[config.mk]
export PLATFORM = sky130hd
export DESIGN_NAME = throttle_test_waveform_generator
export DESIGN_NICKNAME = d
export VERILOG_FILES = /design/src/rtl/core/ttwg_pkg.sv /design/src/rtl/core/ttwg_ctrl.sv /design/src/rtl/core/ttwg_dpath.sv /design/src/rtl/core/throttle_test_waveform_generator.sv
export SDC_FILE = /design/constraint.sdc
export NUM_CORES = 1
export LEC_CHECK = 0
export BUFFER_PORTS_ARGS = -buffer_cell sky130_fd_sc_hd__buf_2
export CAP_MARGIN = 10
export CORE_MARGIN = 2
export CORE_UTILIZATION = 56
export DETAILED_ROUTE_END_ITERATION = 6
export PLACE_DENSITY_LB_ADDON = 0.05
export SYNTH_ARGS = -nofsm -noshare
export SYNTH_HDL_FRONTEND = slang
export SYNTH_SLANG_ARGS = --single-unit
[constraint.sdc]
create_clock -name clock -period 9.2 [get_ports clock]
set_clock_uncertainty 0.15 [all_clocks]
set_input_delay 0.46 -clock clock [delete_from_list [all_inputs] [get_ports clock]]
set_output_delay 0.46 -clock clock [all_outputs]
set_load 0.005 [all_outputs]
[src/rtl/core/ttwg_pkg.sv]
package ttwg_pkg;

   // field widths
   localparam int unsigned POT_W      = 14;
   localparam int unsigned THR_W      = 16;
   localparam int unsigned HALF_W     = 24;
   localparam int unsigned CSR_IDX_W  = 3;
   localparam int unsigned CSR_DATA_W = 24;

   // one quotient bit per divider step
   localparam int unsigned DIV_STEPS  = THR_W;
   localparam int unsigned DIV_CNT_W  = $clog2(DIV_STEPS);

   localparam logic [THR_W-1:0] THR_MAX = '1;

   // register indexes
   localparam logic [CSR_IDX_W-1:0] CSR_MODE       = 3'd0;
   localparam logic [CSR_IDX_W-1:0] CSR_RAMP_TICKS = 3'd1;
   localparam logic [CSR_IDX_W-1:0] CSR_STEP_TICKS = 3'd2;
   localparam logic [CSR_IDX_W-1:0] CSR_STEP_LOW   = 3'd3;
   localparam logic [CSR_IDX_W-1:0] CSR_STEP_HIGH  = 3'd4;

   // reset values
   localparam logic [HALF_W-1:0] RAMP_TICKS_RST = 24'd20480;
   localparam logic [HALF_W-1:0] STEP_TICKS_RST = 24'd512;
   localparam logic [THR_W-1:0]  STEP_LOW_RST   = 16'd39322;
   localparam logic [THR_W-1:0]  STEP_HIGH_RST  = 16'd45875;

   typedef enum logic [1:0] {
      MODE_IDLE   = 2'd0,
      MODE_MANUAL = 2'd1,
      MODE_RAMP   = 2'd2,
      MODE_STEP   = 2'd3
   } mode_type;

   typedef enum logic [2:0] {
      ST_IDLE = 3'b001,
      ST_DIV  = 3'b010,
      ST_DONE = 3'b100
   } state_type;

   typedef struct packed {
      logic accept;
      logic div_step;
      logic load_out;
   } cmd_type;

   typedef struct packed {
      logic need_div;
   } status_type;

endpackage

[src/rtl/core/ttwg_ctrl.sv]
module ttwg_ctrl (
   input  logic                 clock,
   input  logic                 reset,
   input  logic                 req_valid,
   output logic                 req_ready,
   output logic                 rsp_valid,
   input  logic                 rsp_ready,
   input  ttwg_pkg::status_type status,
   output ttwg_pkg::cmd_type    cmd
);

   localparam logic [ttwg_pkg::DIV_CNT_W-1:0] CNT_LAST =
      ttwg_pkg::DIV_CNT_W'(ttwg_pkg::DIV_STEPS - 1);

   ttwg_pkg::state_type               state_ff, state_in;
   logic [ttwg_pkg::DIV_CNT_W-1:0]    cnt_ff, cnt_in;
   logic                              rsp_valid_ff, rsp_valid_in;
   logic                              slot_free;

   assign slot_free = !rsp_valid_ff || rsp_ready;
   assign req_ready = (state_ff == ttwg_pkg::ST_IDLE);
   assign rsp_valid = rsp_valid_ff;

   always_comb begin
      state_in     = state_ff;
      cnt_in       = '0;
      cmd.accept   = 1'b0;
      cmd.div_step = 1'b0;
      cmd.load_out = 1'b0;
      unique case (state_ff)
         ttwg_pkg::ST_IDLE: begin
            if (req_valid) begin
               cmd.accept = 1'b1;
               state_in   = status.need_div ? ttwg_pkg::ST_DIV : ttwg_pkg::ST_DONE;
            end
         end
         ttwg_pkg::ST_DIV: begin
            cmd.div_step = 1'b1;
            cnt_in       = cnt_ff + 1'b1;
            if (cnt_ff == CNT_LAST) begin
               cnt_in   = '0;
               state_in = ttwg_pkg::ST_DONE;
            end
         end
         ttwg_pkg::ST_DONE: begin
            if (slot_free) begin
               cmd.load_out = 1'b1;
               state_in     = ttwg_pkg::ST_IDLE;
            end
         end
         default: state_in = ttwg_pkg::ST_IDLE;
      endcase
   end

   always_comb begin
      rsp_valid_in = rsp_valid_ff;
      if (cmd.load_out) begin
         rsp_valid_in = 1'b1;
      end else if (rsp_ready) begin
         rsp_valid_in = 1'b0;
      end
   end

   always_ff @(posedge clock) begin
      if (reset) begin
         state_ff     <= ttwg_pkg::ST_IDLE;
         cnt_ff       <= '0;
         rsp_valid_ff <= 1'b0;
      end else begin
         state_ff     <= state_in;
         cnt_ff       <= cnt_in;
         rsp_valid_ff <= rsp_valid_in;
      end
   end

`ifndef SYNTH
   a_cnt_only_in_div: assert property (@(posedge clock) disable iff (reset)
      (state_ff != ttwg_pkg::ST_DIV) |-> (cnt_ff == '0))
      else $error("divider step count left over outside division");

   a_div_ends_in_done: assert property (@(posedge clock) disable iff (reset)
      (state_ff == ttwg_pkg::ST_DIV && cnt_ff == CNT_LAST) |=> (state_ff == ttwg_pkg::ST_DONE))
      else $error("division did not finish after the last step");

   a_rsp_from_done: assert property (@(posedge clock) disable iff (reset)
      $rose(rsp_valid_ff) |-> $past(state_ff == ttwg_pkg::ST_DONE))
      else $error("result raised outside the done state");

   a_accept_leaves_idle: assert property (@(posedge clock) disable iff (reset)
      cmd.accept |=> (state_ff != ttwg_pkg::ST_IDLE))
      else $error("accepted transaction did not start work");
`endif

endmodule

[src/rtl/core/ttwg_dpath.sv]
module ttwg_dpath #(
   parameter int unsigned TICK_BITS = 32
) (
   input  logic                               clock,
   input  logic                               reset,
   input  logic                               csr_valid,
   input  logic [ttwg_pkg::CSR_IDX_W-1:0]     csr_index,
   input  logic [ttwg_pkg::CSR_DATA_W-1:0]    csr_data,
   input  logic [ttwg_pkg::POT_W-1:0]         req_pot_sum,
   input  ttwg_pkg::cmd_type                  cmd,
   output ttwg_pkg::status_type               status,
   output logic [ttwg_pkg::THR_W-1:0]         rsp_throttle
);

   localparam int unsigned HW = ttwg_pkg::HALF_W;
   localparam int unsigned TW = ttwg_pkg::THR_W;

   // configuration
   ttwg_pkg::mode_type   mode_ff;
   logic [HW-1:0]        ramp_ff, step_ff;
   logic [TW-1:0]        low_ff, high_ff;

   // tick count and arithmetic
   logic [TICK_BITS-1:0] e_ff, e_in, e_base;
   logic [HW-1:0]        rem_ff, rem_in;
   logic [TW-1:0]        res_ff, res_in;
   logic [TW-1:0]        thr_ff;

   logic [TICK_BITS-1:0] d_ext, d2_ext, s_ext, s2_ext, n_hi;
   logic                 ramp_lo, ramp_in_cycle, step_lo, step_in_cycle;
   logic                 restart, peak;
   logic [HW-1:0]        num;
   logic [TW-1:0]        direct;
   logic [HW:0]          trial;
   logic                 fits;

   assign d_ext  = TICK_BITS'(ramp_ff);
   assign d2_ext = TICK_BITS'({ramp_ff, 1'b0});
   assign s_ext  = TICK_BITS'(step_ff);
   assign s2_ext = TICK_BITS'({step_ff, 1'b0});

   assign ramp_lo       = e_ff < d_ext;
   assign ramp_in_cycle = e_ff < d2_ext;
   assign step_lo       = e_ff < s_ext;
   assign step_in_cycle = e_ff < s2_ext;

   // falling half: 2D - E, never above D
   assign n_hi = d2_ext - e_ff;
   assign num  = ramp_lo ? e_ff[HW-1:0] : n_hi[HW-1:0];
   assign peak = (num == ramp_ff);

   always_comb begin
      restart = 1'b0;
      direct  = '0;
      unique case (mode_ff)
         ttwg_pkg::MODE_IDLE:   direct = '0;
         ttwg_pkg::MODE_MANUAL: direct = {req_pot_sum, 2'b00};
         ttwg_pkg::MODE_RAMP: begin
            restart = !ramp_in_cycle;
            direct  = (!restart && peak) ? ttwg_pkg::THR_MAX : '0;
         end
         ttwg_pkg::MODE_STEP: begin
            restart = !step_in_cycle;
            direct  = (step_lo || restart) ? low_ff : high_ff;
         end
         default: direct = '0;
      endcase
   end

   assign status.need_div = (mode_ff == ttwg_pkg::MODE_RAMP) && ramp_in_cycle && !peak;

   // count runs every tick, restart marks it to zero first
   assign e_base = restart ? '0 : e_ff;
   assign e_in   = (&e_base) ? e_base : e_base + 1'b1;

   // restoring division, remainder stays below D
   assign trial = {rem_ff, 1'b0};
   assign fits  = trial >= {1'b0, ramp_ff};

   always_comb begin
      rem_in = rem_ff;
      res_in = res_ff;
      if (cmd.accept) begin
         rem_in = num;
         res_in = direct;
      end else if (cmd.div_step) begin
         rem_in = fits ? HW'(trial - {1'b0, ramp_ff}) : trial[HW-1:0];
         res_in = {res_ff[TW-2:0], fits};
      end
   end

   always_ff @(posedge clock) begin
      if (reset) begin
         mode_ff <= ttwg_pkg::MODE_IDLE;
         ramp_ff <= ttwg_pkg::RAMP_TICKS_RST;
         step_ff <= ttwg_pkg::STEP_TICKS_RST;
         low_ff  <= ttwg_pkg::STEP_LOW_RST;
         high_ff <= ttwg_pkg::STEP_HIGH_RST;
         e_ff    <= '0;
      end else begin
         if (csr_valid) begin
            unique case (csr_index)
               ttwg_pkg::CSR_MODE:       mode_ff <= ttwg_pkg::mode_type'(csr_data[1:0]);
               ttwg_pkg::CSR_RAMP_TICKS: ramp_ff <= csr_data[HW-1:0];
               ttwg_pkg::CSR_STEP_TICKS: step_ff <= csr_data[HW-1:0];
               ttwg_pkg::CSR_STEP_LOW:   low_ff  <= csr_data[TW-1:0];
               ttwg_pkg::CSR_STEP_HIGH:  high_ff <= csr_data[TW-1:0];
               default: ;
            endcase
         end
         if (cmd.accept) begin
            e_ff <= e_in;
         end
      end
   end

   always_ff @(posedge clock) begin
      rem_ff <= rem_in;
      res_ff <= res_in;
      if (cmd.load_out) begin
         thr_ff <= res_ff;
      end
   end

   assign rsp_throttle = thr_ff;

endmodule

[src/rtl/core/throttle_test_waveform_generator.sv]
// throttle test waveform generator
// each req transaction is one periodic tick carrying the summed pot reading
// (req_pot_sum); each tick yields exactly one rsp transaction with the
// throttle command rsp_throttle as an unsigned 0.16 fraction
// modes come from the csr channel: idle, manual (pot scaled to full range),
// ramp (triangle of half period ramp_ticks) and step (square wave between
// step_low and step_high with half period step_ticks)
// csr writes are taken every cycle (csr_ready is tied high) and must only
// happen while no tick is in flight
// manual, idle, step and the ramp restart and peak go from accept to the
// done state and into the output register; the ramp slopes pass the divide
// state first, as a restoring divider makes the quotient one bit per cycle
// one tick is worked on at a time: req_ready is high only while the
// controller is idle, so a new tick waits until the last one is loaded
// a stalled receiver holds the result in the output register; the next tick
// may still be accepted and computed, and waits only to be loaded
// reset (synchronous) restores the register defaults and clears the tick count
module throttle_test_waveform_generator #(
   parameter int unsigned TICK_BITS = 32
) (
   input  logic                             clock,
   input  logic                             reset,
   // tick channel
   input  logic                             req_valid,
   output logic                             req_ready,
   input  logic [ttwg_pkg::POT_W-1:0]       req_pot_sum,
   // throttle channel
   output logic                             rsp_valid,
   input  logic                             rsp_ready,
   output logic [ttwg_pkg::THR_W-1:0]       rsp_throttle,
   // register writes
   input  logic                             csr_valid,
   output logic                             csr_ready,
   input  logic [ttwg_pkg::CSR_IDX_W-1:0]   csr_index,
   input  logic [ttwg_pkg::CSR_DATA_W-1:0]  csr_data
);

   ttwg_pkg::cmd_type    cmd;
   ttwg_pkg::status_type status;

   // registers never push back
   assign csr_ready = 1'b1;

   // sequencing: accept, divide, hand off to the output register
   ttwg_ctrl u_ctrl (
      .clock     (clock),
      .reset     (reset),
      .req_valid (req_valid),
      .req_ready (req_ready),
      .rsp_valid (rsp_valid),
      .rsp_ready (rsp_ready),
      .status    (status),
      .cmd       (cmd)
   );

   // config registers, tick count, waveform select and divider
   ttwg_dpath #(
      .TICK_BITS (TICK_BITS)
   ) u_dpath (
      .clock        (clock),
      .reset        (reset),
      .csr_valid    (csr_valid),
      .csr_index    (csr_index),
      .csr_data     (csr_data),
      .req_pot_sum  (req_pot_sum),
      .cmd          (cmd),
      .status       (status),
      .rsp_throttle (rsp_throttle)
   );

endmodule
==> results by stage, run 1 <==
Finish:
- The area growth from synthesis to layout is 8.827%.
- The filler cells instantiated in the layout total 2187.
- Summing all multi-input logic gate instances after layout gives 8934 um2.
- Of the cells placed in the final design, the portion with a size suffix greater than 1 is 0.09205.
- For this run, the post-layout net count is 1926.
- Across the whole layout, storage elements account for 4124 um2.
- The number of diodes added for antenna fixing is 0.
- Excluding fillers, the count of instances in the completed layout stands at 2073.
- The final standard cell area without fillers is 14920 um2.

GRT:
- The global-route total usage across every layer is 0.3458.
- Entering global routing, the biggest net connects 76 pins.
- The via count of the first global-routing pass is 12220.
- The total global routing overflow is 0.
- The initial antenna violation count is 0.
- The global-route wire length before repair is 69.55 mm.

STA:
- The worst-margin pin slew is 1.134 ns.
- Setup repair after global routing left no endpoint under its margin.
- The hold violation count in the final report is 0.
- Setup violations remaining at the end of the flow were counted as 0.
- The worst hold slack is 0.1132 ns.
- The maximum frequency from static timing analysis is 200.1 MHz.
- The final clock period utilization by the worst path is 0.5432.
- The worst slew slack as a fraction of its limit is 0.2417.
- Subtracting the final worst setup slack from the clock period gives 4.997 ns.
- The post-route setup TNS is 0 ns.
- The count of final max-slew check failures is 0.

Clock network:
- The CTS H-tree depth is 4.
- The number of hold buffers added after CTS is 0.
- The CTS root buffer is sky130_fd_sc_hd__clkbuf_16.
- The total clock sinks is 178.
- The TritonCTS buffer count is 17.
- The clock latency on the worst-skew pair is 0.45 ns.
- Post-CTS timing repair inserted 0 buffers for setup.
- The TritonCTS clock tree is built.
- Clock-pin slew was measured on the worst setup and hold paths at 0.08 ns.
- Once the clock tree was built, the resizer swapped 0 gates to a different size.
- Counting along the longest clock path gives a buffer depth of 2.

Worst setup path:
- The highest-delay cell along the critical path is sky130_fd_sc_hd__dfxtp_1.
- Along the worst path, the maximum fanout reaches 17.
- The worst setup path is of the register to register kind.
- The kind of cell adding the most delay to the critical path is simple AND/OR/NAND/NOR gates.
- The most critical setup path has its startpoint at u_dpath.e_ff[9]$_SDFFE_PP0P_.
- Traced cell by cell, the critical path runs through inv_1 > ha_1 > and4_1 > o211ai_1 > a31oi_1 > o221a_2 > nor2_1 > ha_1 > nand2_1 > nor3_1 > nand2_1 > nand3_1 > nor3_4 > nand3_1 > mux2_2.
- STA classifies the critical path endpoint as a register.
- The worst endpoint data arrival time is 5.17 ns.
- For this run, the slowest stage of the critical path takes 0.60 ns.
- The type of origin of the critical path is a register.
- At the worst endpoint, the required time is 9.38 ns.
- The worst-case reg-to-reg path depth is 15.
- The launching point of the worst reg2reg path is u_dpath.e_ff[9]$_SDFFE_PP0P_.
- The critical path runs through a total of 15 cells.
- The number of buffers and inverters on the critical path is 1.

Synth:
- After synthesis, the share of flip-flops with an asynchronous set or reset is 0.
- Counting distinct cell types in the post-synthesis netlist gives 92.
- Sorting the synthesized cells by area gives the leading types as sky130_fd_sc_hd__dfxtp_1, sky130_fd_sc_hd__ha_1, sky130_fd_sc_hd__edfxtp_1.
- Of the synthesized area, sequential elements account for 0.3008.
- The per-instance average area after synthesis is 7.984 um2.
- The synthesized design contains 56 enable-type register cells.
- Synthesis produced a netlist with a net count of 1907.
- The cell area after technology mapping is 13710 um2.
- The synthesis warning total is 0.
- Synthesis inferred 178 register bits.
- sky130_fd_sc_hd__nand2_1 is the most common cell in the netlist.
- Counting instances in the post-synthesis netlist gives the leading cell types as sky130_fd_sc_hd__nand2_1, sky130_fd_sc_hd__a21oi_1, sky130_fd_sc_hd__ha_1.
- sky130_fd_sc_hd__dfxtp_1 takes more of the synthesized area than any other cell.
- The dominant synthesized flop cell is sky130_fd_sc_hd__dfxtp_1.
- The cell count after synthesis came out at 1717.
- The area share of the largest cell type after synthesis is 0.1782.

Die:
- The core region area is 24180 um2.
- The number of ports placed on the die boundary is 65.
- In this run the vertical extent of the chip is 160.5 um.
- Row generation in the floorplan step produced 57 rows.
- The die covers 25750 um2.
- The die boundary width is 160.5 um.
- For this configuration, the core starts out at a cell density of 0.5670.

Min path:
- The worst hold path passes through 3 cells.
- The startpoint identified for the worst hold timing path is csr_data[23].
- The min-delay analysis places its worst path in the category primary input to register.

Detailed routing:
- The residual antenna-violating net count after detailed routing is 0.
- The per-cell via count in the routed design is 6.336.
- For this run, design rule violations remaining after detail routing come to 0.
- For this run, the detailed router's first-pass iteration total came to 6.
- In the final routed layout, each cell accounts on average for 21.63 um.
- The first routing iteration left 1303 violations.
- Detailed routing inserted a total of 13140 vias.
- The total routed wirelength is 44.84 mm.

Pwr:
- The analysis attributes to cell leakage a power of 5.989 nW.
- Across the VDD grid, the largest voltage drop is 0.1560 mV.
- For this design the ratio of total power to cell area is 146.8 nW/um2.
- Power comes to 2.190 mW.

Placed design:
- During placement, the flow inserted port buffers numbering 63.
- The weighted congestion reported at the end of routability-driven placement is 0.9492.
- After detailed placement, the design holds a cell count of 2041.
- Detailed placement ended at an HPWL of 33.80 mm.
- The placed standard-cell area is 14260 um2.

Run:
- Across the run, the number of max-cap violations was 0.

Run status:
- The run finished with clean final reports.
## metrics by stage
step	utilization	setup slack, ns
after floorplan	-	4.902
final	0.6170	4.203
after CTS	0.6170	4.320
after global placement	0.5897	4.463
after global routing	0.6170	3.842
after detailed placement	0.5897	4.347
## sequential cells by signal (all words and copies together) (netlist names)
register and flops:
u_dpath.rem_ff 24, u_dpath.mode_ff 2, u_ctrl.rsp_valid 1, u_dpath.res_ff 16, u_dpath.low_ff 16, u_dpath.e_ff 32, u_dpath.high_ff 16, u_ctrl.cnt_ff 4
u_dpath.rsp_throttle 16, u_dpath.ramp_ff 24, u_ctrl.state_ff 3, u_dpath.step_ff 24
## routing by layer
metal,track usage,wire [um],vias up
met2,0.5721,21130,596
li1,-,-,6246
met3,0.03332,3153,80
met5,0,0,-
met1,0.4736,19190,6213
met4,0.1216,1362,0
## power by group
group          switching (mW)  total, mW  internal (mW)
clock network           0.407      0.817          0.410
registers              0.0262      0.883          0.857
logic                   0.302      0.490          0.188
total                   0.735       2.19           1.46
## cell usage in the layout, fill, tap and decap left out, types with 17 or more instances in the layout
cell / n
sky130_fd_sc_hd__and3_1: 20
sky130_fd_sc_hd__xnor2_1: 39
sky130_fd_sc_hd__nor3_1: 37
sky130_fd_sc_hd__nor4_1: 24
sky130_fd_sc_hd__nand3b_1: 25
sky130_fd_sc_hd__a21oi_1: 171
sky130_fd_sc_hd__o21ai_0: 54
sky130_fd_sc_hd__a31oi_1: 19
sky130_fd_sc_hd__edfxtp_1: 56
sky130_fd_sc_hd__dfxtp_1: 122
sky130_fd_sc_hd__nand3_1: 44
sky130_fd_sc_hd__nand4_1: 23
sky130_fd_sc_hd__a211oi_1: 26
sky130_fd_sc_hd__ha_1: 142
sky130_fd_sc_hd__nand2_1: 292
sky130_fd_sc_hd__clkbuf_16: 17
sky130_fd_sc_hd__buf_2: 62
sky130_fd_sc_hd__buf_4: 17
sky130_fd_sc_hd__inv_1: 95
sky130_fd_sc_hd__nand2b_1: 21
sky130_fd_sc_hd__nor2_1: 125
sky130_fd_sc_hd__xor2_1: 27
sky130_fd_sc_hd__a21o_1: 38
## area by class of cell
class | instances | area share
Sequential cell | 178 | 0.2764
Clock inverter | 15 | 0.01577
Multi-Input combinational cell | 1365 | 0.5988
Tap cell | 324 | 0.02717
Clock buffer | 17 | 0.02852
Timing Repair Buffer | 79 | 0.02935
Inverter | 95 | 0.02390
## kinds of logic (layout without fill, tap and decap cells)
group	Yosys count	after routing	synth area share
compound gates	456	456	0.2221
xor+xnor	70	70	0.04874
fa+ha+maj	144	144	0.1325
buf+inv	174	206	0.04984
flops	178	178	0.3008
mux	13	13	0.009675
other cells	1	1	0.0002736
simple gates	681	681	0.2360
## worst paths after layout
kind,slack (ns),endpoint
worst max-delay path,4.20,u_dpath.e_ff[22]$_SDFFE_PP0P_
worst min-delay path,0.11,u_dpath.step_ff[23]$_SDFFE_PP0P_
worst max register to register,4.20,u_dpath.e_ff[22]$_SDFFE_PP0P_
worst min register to register,0.30,u_dpath.rsp_throttle[15]$_DFFE_PP_
## worst min-delay path, stage by stage
cell and delay [ns]:
sky130_fd_sc_hd__buf_2 0.11, sky130_fd_sc_hd__nand2_1 0.05, sky130_fd_sc_hd__a21oi_1 0.05
Note: power is estimated with default switching activity, not from simulation.
==> run 2: changes to the inputs <==
==> constraint.sdc (replaced) <==
create_clock -name clock -period 5 [get_ports clock]
set_clock_uncertainty 0.15 [all_clocks]
set_input_delay 0.25 -clock clock [delete_from_list [all_inputs] [get_ports clock]]
set_output_delay 0.25 -clock clock [all_outputs]
set_load 0.005 [all_outputs]
==> run 2 against run 1 <==
Compared with the run above:
- total power is 82% higher
- die area stayed put
- register-to-register slack worse by 3.8 ns
- sequential power is 83% higher
- worst setup slack worse by 3.8 ns
- hold slack better by 0.0052 ns
- maximum frequency is 7.7% higher
- cell count is 2.4% higher
- critical path type unchanged
==> results by stage, run 2 (synthesized netlist as in run 1, its figures left out) <==
Run status:
- The flow ran to the end, and the final reports show no timing, DRC or antenna violations.

Worst setup path:
- Along the worst path, the maximum fanout reaches 11.
- The signal on the critical path passes through inv_1 > ha_1 > and4_1 > o211ai_1 > a31oi_1 > o221a_2 > nor2_1 > ha_1 > nand2_1 > nor3_2 > nand2_1 > nand3_1 > nor3_4 > nand3_1 > mux2_2.
- The class of the most critical setup path is register to register.
- The kind of cell adding the most delay to the critical path is simple AND/OR/NAND/NOR gates.
- The highest cell delay on the worst timing path is 0.57 ns.
- The type of origin of the critical path is a register.
- At the worst endpoint, the required time is 5.18 ns.
- The worst endpoint data arrival time is 4.82 ns.
- STA classifies the critical path endpoint as a register.
- On the critical path, the stage with the largest delay is an instance of sky130_fd_sc_hd__dfxtp_1.
- The number of buffers and inverters on the critical path is 1.

Finish:
- Relative to the synthesized area, the layout overhead comes to 11.90%.
- The number of diodes added for antenna fixing is 0.
- Ranked by flip-flop count, first place goes to u_dpath.e_ff.
- Registers take 4124 um2.
- The commonest non-fill, non-tap cell in the layout is sky130_fd_sc_hd__nand2_1.
- The final-stage net count is 1976.
- The library cells used most frequently in the layout, excluding fill and tap cells, are sky130_fd_sc_hd__nand2_1, sky130_fd_sc_hd__a21oi_1, sky130_fd_sc_hd__ha_1.
- In the final layout, the share of cells above drive strength 1 is 0.1034.
- The final standard cell area without fillers is 15340 um2.
- The area used by multi-input combinational logic is 8939 um2.
- The final-layout fill cell count is 2148.
- The register with the most flip-flops in the layout has 32 of them.

Detailed routing:
- The average routed wire per standard cell is 21.32 um.
- The residual antenna-violating net count after detailed routing is 0.
- The per-cell via count in the routed design is 6.223.
- The total routed wirelength is 45.27 mm.
- The first-pass iteration count of the detailed router is 5.
- The detailed-route via count is 13210.
- The DRC violations left is 0.
- The detailed router finished its first iteration with 1219 violations.

STA:
- After routing, the total negative slack on setup checks comes to 0 ns.
- The clock period could shrink to 4.639 ns.
- In the finished design, the share of the clock period the worst path needs comes to 0.9278.
- The maximum frequency from static timing analysis is 215.6 MHz.
- The worst-margin pin slew is 1.291 ns.
- The hold violation count in the final report is 0.
- The worst slew slack as a fraction of its limit is 0.1367.
- The count of final max-slew check failures was 0.
- Setup violations remaining at the end of the flow were counted as 0.
- Setup repair after global routing left no endpoint under its margin.

Placed design:
- Summed over all nets, the half-perimeter wirelength after detailed placement is 34.46 mm.
- The weighted congestion reported at the end of routability-driven placement is 1.013.
- Summing all placed instances gives a cell area of 14450 um2.
- The count of buffers from port buffering is 63.

Die:
- The count of standard-cell rows is 57.
- Measured along the y axis, the die boundary spans 160.5 um.
- The core region area is 24180 um2.
- The initial utilization of the core area, before any placement, comes to 0.5670.
- The floorplan step defined a die boundary enclosing 25750 um2.
- The die boundary width is 160.5 um.
- 65 I/O pins were placed.

Run:
- The max-capacitance violation count is 0.

GRT:
- The global-route wire length before repair is 70.08 mm.
- The initial antenna violation count is 0.
- For this run the aggregate overflow at the end of global routing stands at 0.
- Across every metal layer, demand over resource in global routing totals 0.3507.
- The largest net degree at the start of global routing is 63.
- The via count of the first global-routing pass was 12660.

Clock network:
- Buffers added to address setup during post-CTS repair amount to 0.
- The TritonCTS buffer count is 17.
- The H-tree generated during clock tree synthesis spans 4 levels.
- Clock-pin slew was measured on the worst setup and hold paths at 0.08 ns.
- TritonCTS built the clock tree.
- The clock passes through at most 2 buffers.
- The CTS root buffer is sky130_fd_sc_hd__clkbuf_16.
- The total clock sinks is 178.
- For the worst-skew pair, the clock arrives at the later sink with an insertion delay of 0.45 ns.

Pwr:
- The maximum vdd drop is 0.1938 mV.
- The static power due to leakage is 6.213 nW.
- Power spread over the standard cell area amounts to 260.4 nW/um2.

Min path:
- The type of the most critical hold path is primary input to register.
run 2: path summary, 6_finish.rpt:
path,slack (ns),end,cells past startpoint,start
max,0.36,u_dpath.e_ff[22]$_SDFFE_PP0P_,15,u_dpath.e_ff[9]$_SDFFE_PP0P_
min,0.12,u_ctrl.state_ff[0]$_SDFFE_PP1P_,4,req_valid
max reg2reg,0.36,u_dpath.e_ff[22]$_SDFFE_PP0P_,15,u_dpath.e_ff[9]$_SDFFE_PP0P_
min reg2reg,0.28,u_dpath.rsp_throttle[15]$_DFFE_PP_,0,u_dpath.res_ff[15]$_DFFE_PP_
run 2: per-stage QoR:
step             util  setup slack, ns  power, mW  cells  hold slack, ns
6_report       0.6345           0.3612      3.995   2123          0.1184
3_5_place_dp   0.5977           0.4979      2.547   2065          0.2601
4_1_cts        0.6341           0.4684      3.989   2122          0.1164
2_1_floorplan       -           0.7017      2.286   1717          0.2178
3_3_place_gp   0.5977           0.6614      2.536   2065          0.2517
5_1_grt        0.6345          0.05393      4.154   2123          0.1673
run 2: metal layers:
layer  vias to the layer above  track usage  wire (um)
li1                       6339            -          -
met1                      6230       0.4659      19330
met2                       541       0.5707      20680
met3                       102      0.04545       3390
met4                         0       0.1618       1865
met5                         -            0          0
run 2: worst register-to-register path, stage by stage (launching register included):
cell                       delay (ns)
sky130_fd_sc_hd__dfxtp_1         0.57
sky130_fd_sc_hd__inv_1           0.16
sky130_fd_sc_hd__ha_1            0.50
sky130_fd_sc_hd__and4_1          0.36
sky130_fd_sc_hd__o211ai_1        0.14
sky130_fd_sc_hd__a31oi_1         0.53
sky130_fd_sc_hd__o221a_2         0.34
sky130_fd_sc_hd__nor2_1          0.05
sky130_fd_sc_hd__ha_1            0.25
sky130_fd_sc_hd__nand2_1         0.13
sky130_fd_sc_hd__nor3_2          0.08
sky130_fd_sc_hd__nand2_1         0.24
sky130_fd_sc_hd__nand3_1         0.24
sky130_fd_sc_hd__nor3_4          0.38
sky130_fd_sc_hd__nand3_1         0.14
sky130_fd_sc_hd__mux2_2          0.28
run 2: cell type report:
type                            count  share of cell area
Clock buffer                       17             0.02773
Clock inverter                     15             0.01338
Inverter                           95             0.02325
Multi-Input combinational cell   1365              0.5827
Sequential cell                   178              0.2688
Tap cell                          324             0.02643
Timing Repair Buffer              129             0.05767
run 2: power breakdown:
part / total, mW / switching, mW / leakage (nW) / internal [mW]
combinational: 0.923 / 0.556 / 4.39 / 0.367
clock: 1.45 / 0.717 / 0.305 / 0.732
sequential: 1.62 / 0.0460 / 1.52 / 1.58
total: 4.00 / 1.32 / 6.21 / 2.68
run 2: timing repair:
| item | in CTS | in global routing |
|---|---|---|
| hold endpoints to repair | 76 | 0 |
| hold buffers | 25 | 0 |
| endpoints found under the setup margin | 0 | 1 |
| gates resized for setup | 0 | 1 |
